$ cat config.mk
export PLATFORM = sky130hd
export DESIGN_NAME = bss_ring_addr
export DESIGN_NICKNAME = d
export VERILOG_FILES = /design/src/rtl/core/bss_ring_addr.sv
export SDC_FILE = /design/constraint.sdc
export NUM_CORES = 1
export LEC_CHECK = 0
export BUFFER_PORTS_ARGS = -buffer_cell sky130_fd_sc_hd__buf_2
export CELL_PAD_IN_SITES_DETAIL_PLACEMENT = 1
export CELL_PAD_IN_SITES_GLOBAL_PLACEMENT = 1
export CORE_AREA = 5 5 42 44
export DETAILED_ROUTE_END_ITERATION = 10
export DIE_AREA = 0 0 47 49
export GPL_TIMING_DRIVEN = 1
export MAX_ROUTING_LAYER = met4
export PLACE_DENSITY_LB_ADDON = 0.1
export SYNTH_ARGS = -nofsm -noshare
export SYNTH_HDL_FRONTEND = slang
export SYNTH_SLANG_ARGS = --single-unit
$ cat constraint.sdc
create_clock -name vclk -period 1.5
set_input_delay 0.075 -clock vclk [all_inputs]
set_output_delay 0.075 -clock vclk [all_outputs]
set_load 0.1 [all_outputs]
$ cat src/rtl/core/bss_ring_addr.sv
// Logical index to physical slot: (head + index) mod CAPACITY.
// head < CAPACITY and index <= CAPACITY, so one subtract covers the wrap.
module bss_ring_addr #(
   parameter int CAPACITY = 256
) (
   input  logic [$clog2(CAPACITY)-1:0]   head,
   input  logic [$clog2(CAPACITY+1)-1:0] index,
   output logic [$clog2(CAPACITY)-1:0]   slot
);

   localparam int SLOT_W = $clog2(CAPACITY);
   localparam int CNT_W  = $clog2(CAPACITY + 1);
   localparam int SUM_W  = CNT_W + 1;

   logic [SUM_W-1:0] sum;
   logic [SUM_W-1:0] wrapped;

   assign sum     = SUM_W'(head) + SUM_W'(index);
   assign wrapped = (sum >= SUM_W'(CAPACITY)) ? sum - SUM_W'(CAPACITY) : sum;
   assign slot    = wrapped[SLOT_W-1:0];

endmodule

## Yosys cells after proc, flatten, opt, wreduce, memory -nomap -nowiden

Cells that the tools add are included.

- Add/sub/neg operators: 2
- Multiplexer cells: 1
- $lt $le $gt $ge: 1

Operator list:

| cell | count |
|---|---|
| 8-bit by 9-bit adder with 10-bit output | 1 |
| 10-bit by 9-bit greater-or-equal comparator with 1-bit output, second input constant | 1 |
| 8-bit 2-to-1 mux | 1 |
| 8-bit by 1-bit subtractor with 8-bit output, second input constant | 1 |

- Bits of input ports: 17
- Word-level logic and storage cells: 4
- Output and inout port bits: 8
- Bits in registers: 0

## Logic depth before layout (Yosys ltp)

- Word-level depth: 3
- Depth in mapped cells: 6
- Mapped depth without buffers: 6

## Least setup slack after synthesis

OpenSTA, ideal clock, no wires.

- Kind: input to output
- Start: input head[0]
- End: output slot[6]
- Buffers on the path: 0
- Path slack: -1.777 ns
- Stages on the path: 6
- Data arrival time: 3.202 ns
- Cell sequence: ha_1 > inv_1 > fa_1 > nor2b_4 > o31a_1 > o311ai_1

- Longest elaborated chain between the ends: 3

RTL lines:

| what | RTL line | text |
|---|---|---|
| from (decl) | 6 | `input logic [$clog2(CAPACITY)-1:0] head,` |
| 8-bit by 9-bit adder with 10-bit output * | 18 | `assign sum = SUM_W'(head) + SUM_W'(index);` |
| 8-bit by 1-bit subtractor with 8-bit output / 10-bit by 9-bit greater-or-equal comparator with 1-bit output (equally long branches) | 19 | `assign wrapped = (sum >= SUM_W'(CAPACITY)) ? sum - SUM_W'(CAPACITY) : sum;` |
| 8-bit 2-to-1 mux * | 19 |  |
| to (decl) | 8 | `output logic [$clog2(CAPACITY)-1:0] slot` |

Mark *: on every way between the ends. The rest lies on a longest branch, timed or not.

## Final worst setup path

- Start: input index[0]
- End: output slot[6]

- Longest elaborated chain between the ends: 3

RTL lines:

| what | RTL line | text |
|---|---|---|
| from (decl) | 7 | `input logic [$clog2(CAPACITY+1)-1:0] index,` |
| 8-bit by 9-bit adder with 10-bit output * | 18 |  |
| 8-bit by 1-bit subtractor with 8-bit output / 10-bit by 9-bit greater-or-equal comparator with 1-bit output (equally long branches) | 19 |  |
| 8-bit 2-to-1 mux * | 19 |  |

Marked as above.

==> results.toml <==
[status]
status = "finished clean"

[power]
switching_share = 0.6037
power_frac_comb = 1.000
peakVddDrop_mv = 0.4942
power_density_nw_per_um2 = 883.2
switchingPower_mw = 0.4390
totalPowerFinal_mw = 0.7271
p_int_mw = 0.2881
clkPwrFrac = 0
seqPwrFrac = 0
p_leak_nw = 0.3648

[layout]
finalNonFillerCells = 92
fillers = 165
n_antenna_cell = 0
drive_gt1_frac = 0.6842
final_nets = 103
multiInputGateArea_um2 = 471.7
clock_buffers = 0
synthToLayoutAreaGrowth_pct = 148.3
layout.area.seq_um2 = 0
seq_cells = 0

[run]
cap_violations = 0

[sta]
fin_crit_sh = 0.9928
rsz0062_at_grt = "yes"
setup_tns_ns = 0
fin_hold_ws_ns = 0.6775
fin_crit_ns = 1.489
setup_viol = 0
final-max-slew-violation-count = 0
tightest_slew_ns = 0.4833
fmax_mhz = 671.5
finalHoldViolCount = 0
max_slew_margin = 0.6800

[yosys]
synth_cell_type_count = 23
synth_fp_nets = 67
synth_warnings = 0
syn-instance-count = 42
syn_area_um2 = 331.6
ys_seq_area_frac = 0
synth.avg_cell_area_um2 = 7.894

[global_route]
grt-ovfl-total = 0
grt_pass1_wl_um = 1932
globalRouteTotalUtil = 0.1053
first_global_vias = 472
antenna_found_initial = 0
grt_max_degree = 7

[critical_path]
startpoint_type = "input port"
crit_start = "index[0]"
critPathMaxFanout = 3
crit_family = "compound AO/OA/AOI/OAI gates"
path_cells = "buf_6 -> ha_4 -> inv_2 -> fa_2 -> nor2b_4 -> o31a_1 -> o311ai_4 -> buf_12"
cp.required_ns = 1.42
worst_setup_path_end_kind = "primary output"
worst-path-stages = 8
cp.arrival_ns = 1.41
crit_slowest_cell = "o31a_1"
cpPeakStageDelay_ns = 0.29
crit_end = "slot[6]"
crit_type = "in2out"
path_buf_inv = 3

[detailed_routing]
firstDrtPassIters = 1
vias_per_cell = 4.957
drt_iter0_drc = 0
vias = 456
wl_um = 1093
wl_per_cell_um = 11.88
drc = 0
final_antenna_net_count = 0

[floorplanning]
start_util = 0.2366
die_w_um = 47
die-area_um2 = 2303
dieHeight_um = 49
core_um2 = 1401
io_pins = 25
num_rows = 14

[placed_design]
dp.cells = 91
dp_hpwl_um = 957.2
portBuffers = 24
place_congestion = 0.6935

[hold_path]
holdPathStages = 3
hold_path_class = "in2out"
through the flow:
step / utilization / area [µm²] / worst slack (ns)
after floorplan: - / 455.4 / -0.3389
after global placement: 0.5482 / 768.2 / -0.05561
after detailed placement: 0.5482 / 768.2 / -0.07118
after CTS: 0.5625 / 788.3 / -0.03885
after global routing: 0.5875 / 823.3 / -0.04555
final: 0.5875 / 823.3 / 0.01084
layout by cell type, fill, tap and decap left out, types with 2 or more instances in the layout:
master and count:
o211ai_1 3, a21oi_2 3, buf_4 10, ha_4 3
buf_2 15, ha_1 4, inv_1 4, buf_6 2
buf_12 7
power by group through the flow:
stage | registers [mW] | logic, mW | clock network, mW
4_1_cts | 0 | 0.716 | 0
3_5_place_dp | 0 | 0.708 | 0
2_1_floorplan | 0 | 0.475 | 0
3_3_place_gp | 0 | 0.703 | 0
5_1_grt | 0 | 0.762 | 0
6_report | 0 | 0.727 | 0
Yosys cell counts:
master | count | area (µm²)
nor3_1 | 1 | 5.000
nand2_1 | 1 | 3.750
nand2b_1 | 1 | 6.260
o2bb2ai_1 | 1 | 8.760
ha_1 | 7 | 87.58
nor2_1 | 1 | 3.750
a21oi_1 | 5 | 25.02
fa_1 | 1 | 20.02
o21a_1 | 1 | 7.510
o311ai_1 | 1 | 8.760
nor2b_1 | 1 | 6.260
nor2b_4 | 1 | 13.76
a221oi_1 | 1 | 8.760
o21ai_0 | 2 | 10.01
o311ai_0 | 1 | 8.760
o31a_1 | 1 | 8.760
a21o_1 | 1 | 7.510
inv_1 | 5 | 18.77
xnor2_1 | 2 | 17.52
a211oi_1 | 1 | 7.510
nor3b_1 | 1 | 7.510
o211ai_1 | 3 | 22.52
xor2_1 | 2 | 17.52
how the worst min path moves through the flow:
stage | slack, ns | startpoint | endpoint
final | 0.68 | head[0] | slot[0]
after CTS | 0.68 | head[0] | slot[0]
after global routing | 0.69 | head[0] | slot[0]
after detailed placement | 0.71 | index[0] | slot[0]
after global placement | 0.70 | head[7] | slot[7]
after floorplan | 0.42 | index[0] | slot[0]
timing repair:
item                                    in CTS  in global routing
pin swaps                                    4                  4
hold buffers                                 0                  0
gates resized for setup                      2                  6
endpoints found under the setup margin       2                  4
setup buffers                                1                  0
routing by layer:
layer / global-route usage / wire [µm] / vias up
li1: - / - / 230
met1: 0.1422 / 449 / 213
met2: 0.1833 / 580 / 13
met3: 0 / 64 / 0
met4: 0 / 0 / 0
met5: - / 0 / -
layout make-up:
cell class / count / area share
timing repair buffer: 34 / 0.3799
multi-input combinational: 37 / 0.5729
tap: 16 / 0.02432
inverter: 5 / 0.02280
logic make-up after synthesis:
logic type | synth area share
and+or+nand+nor | 0.1396
buffers and inverters | 0.05661
xor gates and xnor gates | 0.1057
AOI/OAI and AO/OA | 0.3736
adders and majority gates | 0.3245
No activity file was read; power rests on OpenSTA's default activity.
